$ cat config.mk
export PLATFORM = sky130hd
export DESIGN_NAME = epoch_slot_table_min_tracker
export DESIGN_NICKNAME = d
export VERILOG_FILES = /design/src/hw/rtl/esmt_pkg.sv /design/src/hw/rtl/esmt_ram.sv /design/src/hw/rtl/epoch_slot_table_min_tracker.sv
export SDC_FILE = /design/constraint.sdc
export NUM_CORES = 2
export LEC_CHECK = 0
export ABC_AREA = 1
export BUFFER_PORTS_ARGS = -buffer_cell sky130_fd_sc_hd__buf_2
export CAP_MARGIN = 5
export CORE_UTILIZATION = 40
export CTS_CLUSTER_DIAMETER = 80
export DETAILED_ROUTE_END_ITERATION = 10
export GPL_TIMING_DRIVEN = 0
export SYNTH_ARGS = -nofsm -noshare
export SYNTH_HDL_FRONTEND = slang
export SYNTH_SLANG_ARGS = --single-unit
$ cat constraint.sdc
create_clock -name clk -period 5.22 [get_ports clk]
set_clock_uncertainty 0.1 [all_clocks]
set_input_delay 0.522 -clock clk [delete_from_list [all_inputs] [get_ports clk]]
set_output_delay 0.522 -clock clk [all_outputs]
set_load 0.01 [all_outputs]
$ cat src/hw/rtl/esmt_pkg.sv
// ----------------------------------------------------------------------------
// esmt_pkg
// Shared types and constants for the epoch slot table minimum tracker.
// ----------------------------------------------------------------------------
package esmt_pkg;

    // request field widths
    localparam int CMD_W      = 3;
    localparam int SLOT_W     = 4;
    localparam int COUNT_W    = 32;
    localparam int ACTIVE_W   = 5;
    localparam int CFG_IDX_W  = 1;

    // packed stream widths, rounded up to whole bytes
    localparam int IN_BITS    = CMD_W + SLOT_W + 2 * COUNT_W;
    localparam int OUT_BITS   = 1 + SLOT_W + 2 * COUNT_W + 1;
    localparam int IN_DATA_W  = ((IN_BITS + 7) / 8) * 8;
    localparam int OUT_DATA_W = ((OUT_BITS + 7) / 8) * 8;

    localparam logic [ACTIVE_W-1:0] ACTIVE_RESET = 5'd16;
    localparam logic [COUNT_W-1:0]  THRESH_RESET = 32'd500;

    typedef enum logic [CMD_W-1:0] {
        CMD_REGISTER = 3'd0,
        CMD_UPDATE   = 3'd1,
        CMD_RELEASE  = 3'd2,
        CMD_QUERY    = 3'd3,
        CMD_SLOW     = 3'd4
    } cmd_t;

    localparam logic [CFG_IDX_W-1:0] CFG_ACTIVE_SLOTS   = 1'b0;
    localparam logic [CFG_IDX_W-1:0] CFG_SLOW_THRESHOLD = 1'b1;

endpackage

$ cat src/hw/rtl/esmt_ram.sv
// ----------------------------------------------------------------------------
// esmt_ram
// Generic single write port, single read port RAM with registered read data.
// ----------------------------------------------------------------------------
module esmt_ram #(
    parameter int WIDTH = 64,
    parameter int DEPTH = 16
) (
    input  logic                                     clk,
    input  logic                                     we,
    input  logic [((DEPTH > 1) ? $clog2(DEPTH) : 1)-1:0] waddr,
    input  logic [WIDTH-1:0]                         wdata,
    input  logic                                     re,
    input  logic [((DEPTH > 1) ? $clog2(DEPTH) : 1)-1:0] raddr,
    output logic [WIDTH-1:0]                         rdata
);

    logic [WIDTH-1:0] mem [DEPTH];

    always_ff @(posedge clk)
    begin
        if (we)
        begin
            mem[waddr] <= wdata;
        end
        if (re)
        begin
            rdata <= mem[raddr];
        end
    end

endmodule

$ cat src/hw/rtl/epoch_slot_table_min_tracker.sv
// throughput: one request at a time; the query and free-slot scans step one slot
// per cycle through the counter RAM read port and the valid bits
// reset: all slots empty, active_slots 16, slow_threshold 500; the counter RAM
// is not cleared, and the counters of an empty slot are ignored when read
// ----------------------------------------------------------------------------
// epoch_slot_table_min_tracker
// Participant slot table for epoch-based reclamation: register, update,
// release, minimum query and slow check over a RAM of recorded counters.
// ----------------------------------------------------------------------------
module epoch_slot_table_min_tracker #(
    parameter int SLOTS = 16
) (
    input  logic                              clk,
    input  logic                              rst_n,
    // command [2:0], slot [6:3], global_count [38:7], global_seg_count [70:39]
    input  logic                              s_tvalid,
    output logic                              s_tready,
    input  logic [esmt_pkg::IN_DATA_W-1:0]    s_tdata,
    // status [0], assigned_slot [4:1], min_count [36:5], min_seg_count [68:37],
    // is_slow [69]
    output logic                              m_tvalid,
    input  logic                              m_tready,
    output logic [esmt_pkg::OUT_DATA_W-1:0]   m_tdata,
    input  logic                              cfg_valid,
    output logic                              cfg_ready,
    input  logic [esmt_pkg::CFG_IDX_W-1:0]    cfg_index,
    input  logic [esmt_pkg::COUNT_W-1:0]      cfg_data
);

    import esmt_pkg::*;

    localparam int IW = (SLOTS > 1) ? $clog2(SLOTS) : 1;

    typedef enum logic [2:0] {
        ST_IDLE,
        ST_EXEC,
        ST_SCAN_FREE,
        ST_SCAN_MIN,
        ST_SLOW_CMP,
        ST_DONE
    } state_t;

    state_t                 state_reg, state_next;
    cmd_t                   cmd_reg, cmd_next;
    logic [SLOT_W-1:0]      slot_reg, slot_next;
    logic [COUNT_W-1:0]     gc_reg, gc_next;
    logic [COUNT_W-1:0]     gsc_reg, gsc_next;
    logic [ACTIVE_W-1:0]    idx_reg, idx_next;
    logic [COUNT_W-1:0]     min_c_reg, min_c_next;
    logic [COUNT_W-1:0]     min_s_reg, min_s_next;
    logic                   any_reg, any_next;
    logic                   res_status_reg, res_status_next;
    logic [SLOT_W-1:0]      res_slot_reg, res_slot_next;
    logic [COUNT_W-1:0]     res_min_reg, res_min_next;
    logic [COUNT_W-1:0]     res_min_seg_reg, res_min_seg_next;
    logic                   res_slow_reg, res_slow_next;
    logic                   out_valid_reg, out_valid_next;
    logic [OUT_DATA_W-1:0]  out_data_reg, out_data_next;
    logic [ACTIVE_W-1:0]    active_reg, active_next;
    logic [COUNT_W-1:0]     thresh_reg, thresh_next;
    logic [SLOTS-1:0]       valid_reg, valid_next;

    logic [ACTIVE_W-1:0]    eff_slots;
    logic                   slot_occ;
    logic [ACTIVE_W-1:0]    idx_inc;
    logic                   ram_we;
    logic [IW-1:0]          ram_waddr;
    logic [2*COUNT_W-1:0]   ram_wdata;
    logic                   ram_re;
    logic [IW-1:0]          ram_raddr;
    logic [2*COUNT_W-1:0]   ram_rdata;
    logic [COUNT_W-1:0]     rd_count;
    logic [COUNT_W-1:0]     rd_seg_count;
    logic                   row_valid;
    logic [COUNT_W-1:0]     cur_min_c;
    logic [COUNT_W-1:0]     cur_min_s;
    logic [COUNT_W-1:0]     lag;

    // counters of each slot, segment counter in the upper half
    esmt_ram #(
        .WIDTH (2 * COUNT_W),
        .DEPTH (SLOTS)
    ) u_count_ram (
        .clk   (clk),
        .we    (ram_we),
        .waddr (ram_waddr),
        .wdata (ram_wdata),
        .re    (ram_re),
        .raddr (ram_raddr),
        .rdata (ram_rdata)
    );

    // active_slots saturates at the table size
    assign eff_slots = ({{(32 - ACTIVE_W){1'b0}}, active_reg} > 32'(SLOTS)) ?
                       ACTIVE_W'(SLOTS) : active_reg;
    assign slot_occ  = ({1'b0, slot_reg} < eff_slots) && valid_reg[IW'(slot_reg)];
    assign idx_inc   = idx_reg + ACTIVE_W'(1);

    assign rd_count     = ram_rdata[COUNT_W-1:0];
    assign rd_seg_count = ram_rdata[2*COUNT_W-1:COUNT_W];
    assign row_valid    = valid_reg[IW'(idx_reg)];
    assign cur_min_c    = (row_valid && (!any_reg || rd_count < min_c_reg)) ?
                          rd_count : min_c_reg;
    assign cur_min_s    = (row_valid && (!any_reg || rd_seg_count < min_s_reg)) ?
                          rd_seg_count : min_s_reg;
    assign lag          = gc_reg - rd_count;

    assign s_tready  = (state_reg == ST_IDLE);
    assign m_tvalid  = out_valid_reg;
    assign m_tdata   = out_data_reg;
    assign cfg_ready = 1'b1;

    always_comb
    begin
        state_next       = state_reg;
        cmd_next         = cmd_reg;
        slot_next        = slot_reg;
        gc_next          = gc_reg;
        gsc_next         = gsc_reg;
        idx_next         = idx_reg;
        min_c_next       = min_c_reg;
        min_s_next       = min_s_reg;
        any_next         = any_reg;
        res_status_next  = res_status_reg;
        res_slot_next    = res_slot_reg;
        res_min_next     = res_min_reg;
        res_min_seg_next = res_min_seg_reg;
        res_slow_next    = res_slow_reg;
        out_valid_next   = out_valid_reg;
        out_data_next    = out_data_reg;
        active_next      = active_reg;
        thresh_next      = thresh_reg;
        valid_next       = valid_reg;
        ram_we           = 1'b0;
        ram_waddr        = IW'(slot_reg);
        ram_wdata        = {gsc_reg, gc_reg};
        ram_re           = 1'b0;
        ram_raddr        = IW'(idx_inc);

        if (cfg_valid)
        begin
            case (cfg_index)
                CFG_ACTIVE_SLOTS:   active_next = cfg_data[ACTIVE_W-1:0];
                CFG_SLOW_THRESHOLD: thresh_next = cfg_data;
                default:            ;
            endcase
        end

        if (out_valid_reg && m_tready)
        begin
            out_valid_next = 1'b0;
        end

        case (state_reg)
            ST_IDLE:
            begin
                if (s_tvalid)
                begin
                    cmd_next   = cmd_t'(s_tdata[CMD_W-1:0]);
                    slot_next  = s_tdata[CMD_W +: SLOT_W];
                    gc_next    = s_tdata[CMD_W + SLOT_W +: COUNT_W];
                    gsc_next   = s_tdata[CMD_W + SLOT_W + COUNT_W +: COUNT_W];
                    state_next = ST_EXEC;
                end
            end
            ST_EXEC:
            begin
                res_status_next  = 1'b0;
                res_slot_next    = '0;
                res_min_next     = '0;
                res_min_seg_next = '0;
                res_slow_next    = 1'b0;
                idx_next         = '0;
                state_next       = ST_DONE;
                case (cmd_reg)
                    CMD_UPDATE:
                    begin
                        if (slot_occ)
                        begin
                            ram_we        = 1'b1;
                            res_slot_next = slot_reg;
                        end
                        else
                        begin
                            // unoccupied slot falls back to register
                            state_next = ST_SCAN_FREE;
                        end
                    end
                    CMD_REGISTER:
                    begin
                        state_next = ST_SCAN_FREE;
                    end
                    CMD_RELEASE:
                    begin
                        if (slot_occ)
                        begin
                            valid_next[IW'(slot_reg)] = 1'b0;
                        end
                    end
                    CMD_QUERY:
                    begin
                        min_c_next = gc_reg;
                        min_s_next = gsc_reg;
                        any_next   = 1'b0;
                        if (eff_slots == '0)
                        begin
                            res_min_next     = gc_reg;
                            res_min_seg_next = gsc_reg;
                        end
                        else
                        begin
                            ram_re     = 1'b1;
                            ram_raddr  = '0;
                            state_next = ST_SCAN_MIN;
                        end
                    end
                    CMD_SLOW:
                    begin
                        if (slot_occ)
                        begin
                            ram_re     = 1'b1;
                            ram_raddr  = IW'(slot_reg);
                            state_next = ST_SLOW_CMP;
                        end
                    end
                    default:
                    begin
                        state_next = ST_DONE;
                    end
                endcase
            end
            ST_SCAN_FREE:
            begin
                if (idx_reg == eff_slots)
                begin
                    res_status_next = 1'b1;
                    state_next      = ST_DONE;
                end
                else if (!row_valid)
                begin
                    valid_next[IW'(idx_reg)] = 1'b1;
                    ram_we        = 1'b1;
                    ram_waddr     = IW'(idx_reg);
                    res_slot_next = SLOT_W'(idx_reg);
                    state_next    = ST_DONE;
                end
                else
                begin
                    idx_next = idx_inc;
                end
            end
            ST_SCAN_MIN:
            begin
                // read data of row idx is on the RAM output this cycle
                if (idx_inc == eff_slots)
                begin
                    res_min_next     = cur_min_c;
                    res_min_seg_next = cur_min_s;
                    state_next       = ST_DONE;
                end
                else
                begin
                    ram_re     = 1'b1;
                    idx_next   = idx_inc;
                    min_c_next = cur_min_c;
                    min_s_next = cur_min_s;
                    any_next   = any_reg | row_valid;
                end
            end
            ST_SLOW_CMP:
            begin
                res_slow_next = (lag > thresh_reg);
                state_next    = ST_DONE;
            end
            ST_DONE:
            begin
                if (!out_valid_reg || m_tready)
                begin
                    out_valid_next = 1'b1;
                    out_data_next  = OUT_DATA_W'({res_slow_reg, res_min_seg_reg,
                                                  res_min_reg, res_slot_reg,
                                                  res_status_reg});
                    state_next     = ST_IDLE;
                end
            end
            default:
            begin
                state_next = ST_IDLE;
            end
        endcase
    end

    always_ff @(posedge clk or negedge rst_n)
    begin
        if (!rst_n)
        begin
            state_reg       <= ST_IDLE;
            cmd_reg         <= CMD_REGISTER;
            slot_reg        <= '0;
            gc_reg          <= '0;
            gsc_reg         <= '0;
            idx_reg         <= '0;
            min_c_reg       <= '0;
            min_s_reg       <= '0;
            any_reg         <= 1'b0;
            res_status_reg  <= 1'b0;
            res_slot_reg    <= '0;
            res_min_reg     <= '0;
            res_min_seg_reg <= '0;
            res_slow_reg    <= 1'b0;
            out_valid_reg   <= 1'b0;
            out_data_reg    <= '0;
            active_reg      <= ACTIVE_RESET;
            thresh_reg      <= THRESH_RESET;
            valid_reg       <= '0;
        end
        else
        begin
            state_reg       <= state_next;
            cmd_reg         <= cmd_next;
            slot_reg        <= slot_next;
            gc_reg          <= gc_next;
            gsc_reg         <= gsc_next;
            idx_reg         <= idx_next;
            min_c_reg       <= min_c_next;
            min_s_reg       <= min_s_next;
            any_reg         <= any_next;
            res_status_reg  <= res_status_next;
            res_slot_reg    <= res_slot_next;
            res_min_reg     <= res_min_next;
            res_min_seg_reg <= res_min_seg_next;
            res_slow_reg    <= res_slow_next;
            out_valid_reg   <= out_valid_next;
            out_data_reg    <= out_data_next;
            active_reg      <= active_next;
            thresh_reg      <= thresh_next;
            valid_reg       <= valid_next;
        end
    end

endmodule

# Yosys cells after proc, flatten, opt, wreduce, memory -nomap -nowiden
# Memories as Yosys holds them, arrays and structs flattened. A register that Yosys moved wholly into a read port is not among the register bits.
# Index checks and enable logic that the tools add are counted.
# word_totals
register_bits,338
mem_bits_rw,1024
word_cells,164
mem_count,1
# op_classes
n_addsub,2
magnitude_cmp,9
n_eq_ne,23
mux,76
n_bitwise,5
reduce_logical,29
# mem_list
name,depth,word_bits,read_ports,rd_ports_with_merged_regs,wr,line,source
u_count_ram.mem,16,64,1,1,1,esmt_ram.sv:18,logic [WIDTH-1:0] mem [DEPTH];
# ops
operator,n
$mux W32,12
$pmux W32 S2,4
$lt A32 B32 Y1,2
$mux W16,4
$mux W4,10
$gt A32 B32 Y1,1
$pmux W16 S2,1
$sub A32 B32 Y32,1
$mux W3,7
$mux W5,4
$mux W1,19
$ne A2 B2 Y1 const B,9
$pmux W3 S6,1
$and A16 B16 Y16,1
$not A16 Y16,1
$or A16 B16 Y16,1
$pmux W4 S2,2
$pmux W5 S3,1
$eq A3 B2 Y1 const B,4
$pmux W1 S2,6
$pmux W3 S4,1
$reduce_and A2 Y1,6
$eq A5 B5 Y1,2
$lt A4 B5 Y1 const B,2
other kinds (22),42

# Logic depth before layout (Yosys ltp)
# depth
ltp_word,9
depth_mapped,26

# Modules after synthesis
# From an unflattened synthesis, not the netlist that was laid out.
# hier_totals
hier_cells,6824
area_unflattened_um2,66259.8
# modules_own_cells
module,instances,cells_each,area_each_um2,seq_area_each_um2
esmt_ram,1,4210,45926.5,32671.3
epoch_slot_table_min_tracker,1,2614,20333.3,8466.9

# Worst setup path before layout
# No wires, ideal clock.
# synth_timing
path_kind,register to register
startpoint,register active_reg[1]
endpoint,memory u_count_ram.mem[10][0] (enable)
setup_ns,0.486
arrival_ns,4.996
t_required_ns,4.634
setup_slack_ns,-0.362
stages_incl_launch_ff,17
path_cell_list,dfrtp_1 nor3_1 nand2_1 nand2_1 nand2_1 ha_1 a21oi_1 o21ai_0 nor2_2 nand2_4 inv_1 nand2_1 o21ai_0 inv_1 nor2_1 nand2_1 nor2_1
# synth_between
elab_chain_cells,9
# synth_rtl
element,line,source
from (decl),epoch_slot_table_min_tracker.sv:59,"logic [ACTIVE_W-1:0] active_reg, active_next;"
from (signal assigned),epoch_slot_table_min_tracker.sv:335,active_reg <= active_next;
$gt A5 B5 Y1,epoch_slot_table_min_tracker.sv:94,"assign eff_slots = ({{(32 - ACTIVE_W){1'b0}}, active_reg} > 32'(SLOTS)) ?"
$mux W5 (*),epoch_slot_table_min_tracker.sv:94,
$lt A4 B5 Y1,epoch_slot_table_min_tracker.sv:96,"assign slot_occ = ({1'b0, slot_reg} < eff_slots) && valid_reg[IW'(slot_reg)];"
$logic_and A1 B1 Y1,epoch_slot_table_min_tracker.sv:96,
$mux W1,epoch_slot_table_min_tracker.sv:178,if (slot_occ)
$mux W1,epoch_slot_table_min_tracker.sv:175,case (cmd_reg)
$pmux W1 S2,epoch_slot_table_min_tracker.sv:154,case (state_reg)
$mux W1,esmt_ram.sv:22,if (we)
$mux W1 (implied by the code),esmt_ram.sv:24,mem[waddr] <= wdata;
to (decl),esmt_ram.sv:18,
# Every way passes the cells marked *; elsewhere a longest branch is shown, timed or not.

# Worst setup path in the final report
# layout_timing
startpoint,register gc_reg[0]
endpoint,register res_slow_reg
# layout_between
elab_chain_cells,3
# layout_rtl
element,line,source
from (decl),epoch_slot_table_min_tracker.sv:46,"logic [COUNT_W-1:0] gc_reg, gc_next;"
from (signal assigned),epoch_slot_table_min_tracker.sv:322,gc_reg <= gc_next;
$sub A32 B32 Y32,epoch_slot_table_min_tracker.sv:106,assign lag = gc_reg - rd_count;
$gt A32 B32 Y1,epoch_slot_table_min_tracker.sv:272,res_slow_next = (lag > thresh_reg);
$pmux W1 S2,epoch_slot_table_min_tracker.sv:154,
to (signal assigned),epoch_slot_table_min_tracker.sv:332,res_slow_reg <= res_slow_next;
to (decl),epoch_slot_table_min_tracker.sv:56,"logic res_slow_reg, res_slow_next;"
# Every way passes these cells.
# A chain may end at the register's enable or synchronous reset.

==> flow_metrics.tcl <==
set metrics [dict create \
    power.static_leakage_uw 0.0330 \
    syn-cell-area_um2 65700 \
    p_per_area_nw_per_um2 607 \
    gp_congestion 0.904 \
    setup_viol 0 \
    clkSinkCount 1426 \
    fin_crit_sh_pct 94.6 \
    synth_ff_type "edfxtp_1" \
    async_reset_ff_share_pct 23.7 \
    cts_root_buf "clkbuf_16" \
    clock_latency_ns 0.80 \
    setup_tns_ns 0 \
    die_h_um 407 \
    gr-total-overflow 0 \
    num_io_pins 185 \
    drc_errors 0 \
    synthCells 6655 \
    dp_hpwl_um 145000 \
    drt_iter0_markers 5557 \
    grt_usage_pct 24.7 \
    cp.required_ns 5.80 \
    drt-pass1-iter-count 5 \
    start_kind "flop" \
    drive_above_1_share_pct 11.8 \
    crit-reg2reg-launch "gc_reg[0]" \
    hold_slack_ns 0.0942 \
    regArea_um2 41100 \
    rsz0062_at_grt "no" \
    hold_path_end "state_reg[0]" \
    synth-seq-area-share_pct 62.6 \
    synthDistinctLibCells 47 \
    cp_max_fo 17 \
    path_class "reg2reg" \
    ant_nets 0 \
    fmax_mhz 203 \
    cts_buffer_depth 3 \
    grt_first_pass_wirelength_um 306000 \
    ff2ff_setup_slack_ns 0.28 \
    die_w_um 407 \
    grt_pass1_vias 47600 \
    irDropWorstVdd_mv 0.451 \
    post_drt_wl_per_cell_um 22.0 \
    worst_ep_arrival_time_ns 5.52 \
    crit_path_end_kind "flop" \
    wl_um 208000 \
    cts_tree "built" \
    fin_nets 7390 \
    cts_max_level 4 \
    tightestPinTransition_ns 1.32 \
    min_delay_path_depth 3 \
    core_um2 163000 \
    n_fill_cell 15100 \
    via_count 49500 \
    largest_register_ffs 1024 \
    place_ws_ns -0.224 \
    synth_seq_cells 1426 \
    finalInstanceArea_um2 76600 \
    relSlewSlack_pct 12.2 \
    cap_violations 0 \
    multi_input_area_um2 19600 \
    yosysWarnings 0 \
    avgSynthCellArea_um2 9.87 \
    r2r-end "res_slow_reg" \
    antenna_found_initial 15 \
    rows 148 \
    layout_min_cycle_time_ns 4.94 \
    dpl_cell_area_um2 70300 \
    path_clk_slew_ns 0.06 \
    status "finished, final reports clean" \
    drt-vias-per-instance 5.24 \
    synth_edf_count 1088 \
    start_util_pct 40.3 \
    setup_slack_ns 0.282 \
    grt_max_degree 108 \
    portBuffers 180 \
    largest_register "u_count_ram.mem" \
    drv_slew 0 \
    ff2ff_path_depth 20 \
    hold_viol 0 \
    cts_buffers 157 \
    utilization_pct 47.0 \
    die_area_um2 166000 \
    synthToLayoutAreaGrowth_pct 16.6 \
    hold_path.class "in2reg" \
    hold_start "s_tvalid" \
]
## cells in the mapped netlist, types with 14 or more instances
cell | n | share of area, %
dfrtp_1 | 331 | 13
xor2_1 | 26 | 0.35
buf_4 | 40 | 0.46
nand3_1 | 1319 | 10
mux2_2 | 69 | 1.2
ha_1 | 132 | 2.5
edfxtp_1 | 1088 | 50
clkbuf_1 | 88 | 0.50
xnor2_1 | 14 | 0.19
buf_2 | 227 | 1.7
o21ai_0 | 98 | 0.75
a21oi_1 | 408 | 3.1
buf_1 | 17 | 0.097
nand2_1 | 1402 | 8.0
inv_1 | 856 | 4.9
nor2_1 | 433 | 2.5
## per-stage QoR
step | cells | total power, µW
2_1_floorplan | 6656 | 28000
4_1_cts | 9442 | 46400
3_5_place_dp | 9050 | 35200
5_1_grt | 9451 | 49100
3_3_place_gp | 9011 | 34800
6_report | 9454 | 46500
## placed cells by master, fill, tap and decap left out, types with 7 or more instances in the layout
cell           instances
buf_2                406
dlygate4sd3_1        104
buf_16                 9
xnor2_1               14
clkbuf_8              18
nor3_1                12
dfstp_2                7
o211ai_1               9
ha_1                 132
a21oi_1              407
edfxtp_1            1088
nand4_1               11
bufinv_16             11
nand2_1             1400
nand3_1             1319
clkinv_1              16
nor2_4                16
clkinv_2              24
buf_12                30
dfrtp_1              326
clkbuf_1             124
nor2_1               417
inv_1                856
xor2_1                26
buf_4                 47
o21ai_0               98
mux2_2                69
clkbuf_16            160
buf_1                 17
## final cells by class
class | count | share of cell area (%)
tap | 2175 | 3.55
inverter | 862 | 4.22
clock buffer | 219 | 5.75
sequential | 1426 | 53.7
buffer | 377 | 2.47
multi-input combinational | 3993 | 25.6
antenna | 3 | 0.00980
clock inverter | 69 | 0.988
timing repair buffer | 330 | 3.72
## worst max-delay path by stage
stage | start | endpoint
3_5_place_dp | gc_reg[2] | res_slow_reg
2_1_floorplan | active_reg[1] | u_count_ram.mem[10][0]
3_3_place_gp | idx_reg[0] | u_count_ram.mem[11][41]
4_1_cts | idx_reg[0] | u_count_ram.mem[5][12]
6_report | gc_reg[0] | res_slow_reg
5_1_grt | gc_reg[0] | res_slow_reg
## cells by family (layout without fill, tap and decap cells)
family	after synthesis	in the layout	share of synthesized area, %
AOI/OAI and AO/OA	553	553	4.40
xor gates and xnor gates	40	40	0.533
adders and majority gates	133	133	2.54
buffers and inverters	1239	1857	7.80
DFF	1426	1426	62.6
muxes	69	69	1.18
other	2	6	0.0114
and+or+nand+nor	3193	3195	20.9
## worst max-delay path, cell delays in order, from the launching register on
cell	delay, ns
dfrtp_2	0.55
inv_1	0.34
ha_1	0.20
inv_1	0.06
fa_1	0.40
nand3_1	0.08
nand2_1	0.08
nand3_1	0.08
nand2_1	0.19
a21o_1	0.27
a21oi_1	0.41
o31ai_1	0.17
xor2_1	0.17
ha_1	0.30
inv_1	0.04
nor4_1	0.34
inv_1	0.15
nor4_2	0.28
nand4_1	0.33
nand3_1	0.19
nand2_1	0.06
## power by group
group / switching (µW) / internal, µW
Clock: 4690 / 6470
Combinational: 12200 / 5760
Sequential: 2260 / 15000
## layer usage
metal | track usage, % | vias to the layer above | wire length (µm)
met5 | 0 | - | 53
met4 | 7.45 | 6 | 5690
met3 | 4.57 | 299 | 17600
met2 | 39.7 | 2047 | 97100
met1 | 33.8 | 23900 | 87900
li1 | - | 23200 | -
## timing repair
action | CTS | global route
gates resized for setup | 6 | 1
gates cloned | 0 | 2
endpoints found under the setup margin | 1 | 255
hold buffers | 104 | 0
setup buffers | 0 | 7
pin swaps | 0 | 4
endpoints found under the hold margin | 184 | 0
No activity file was read; power rests on OpenSTA's default activity.
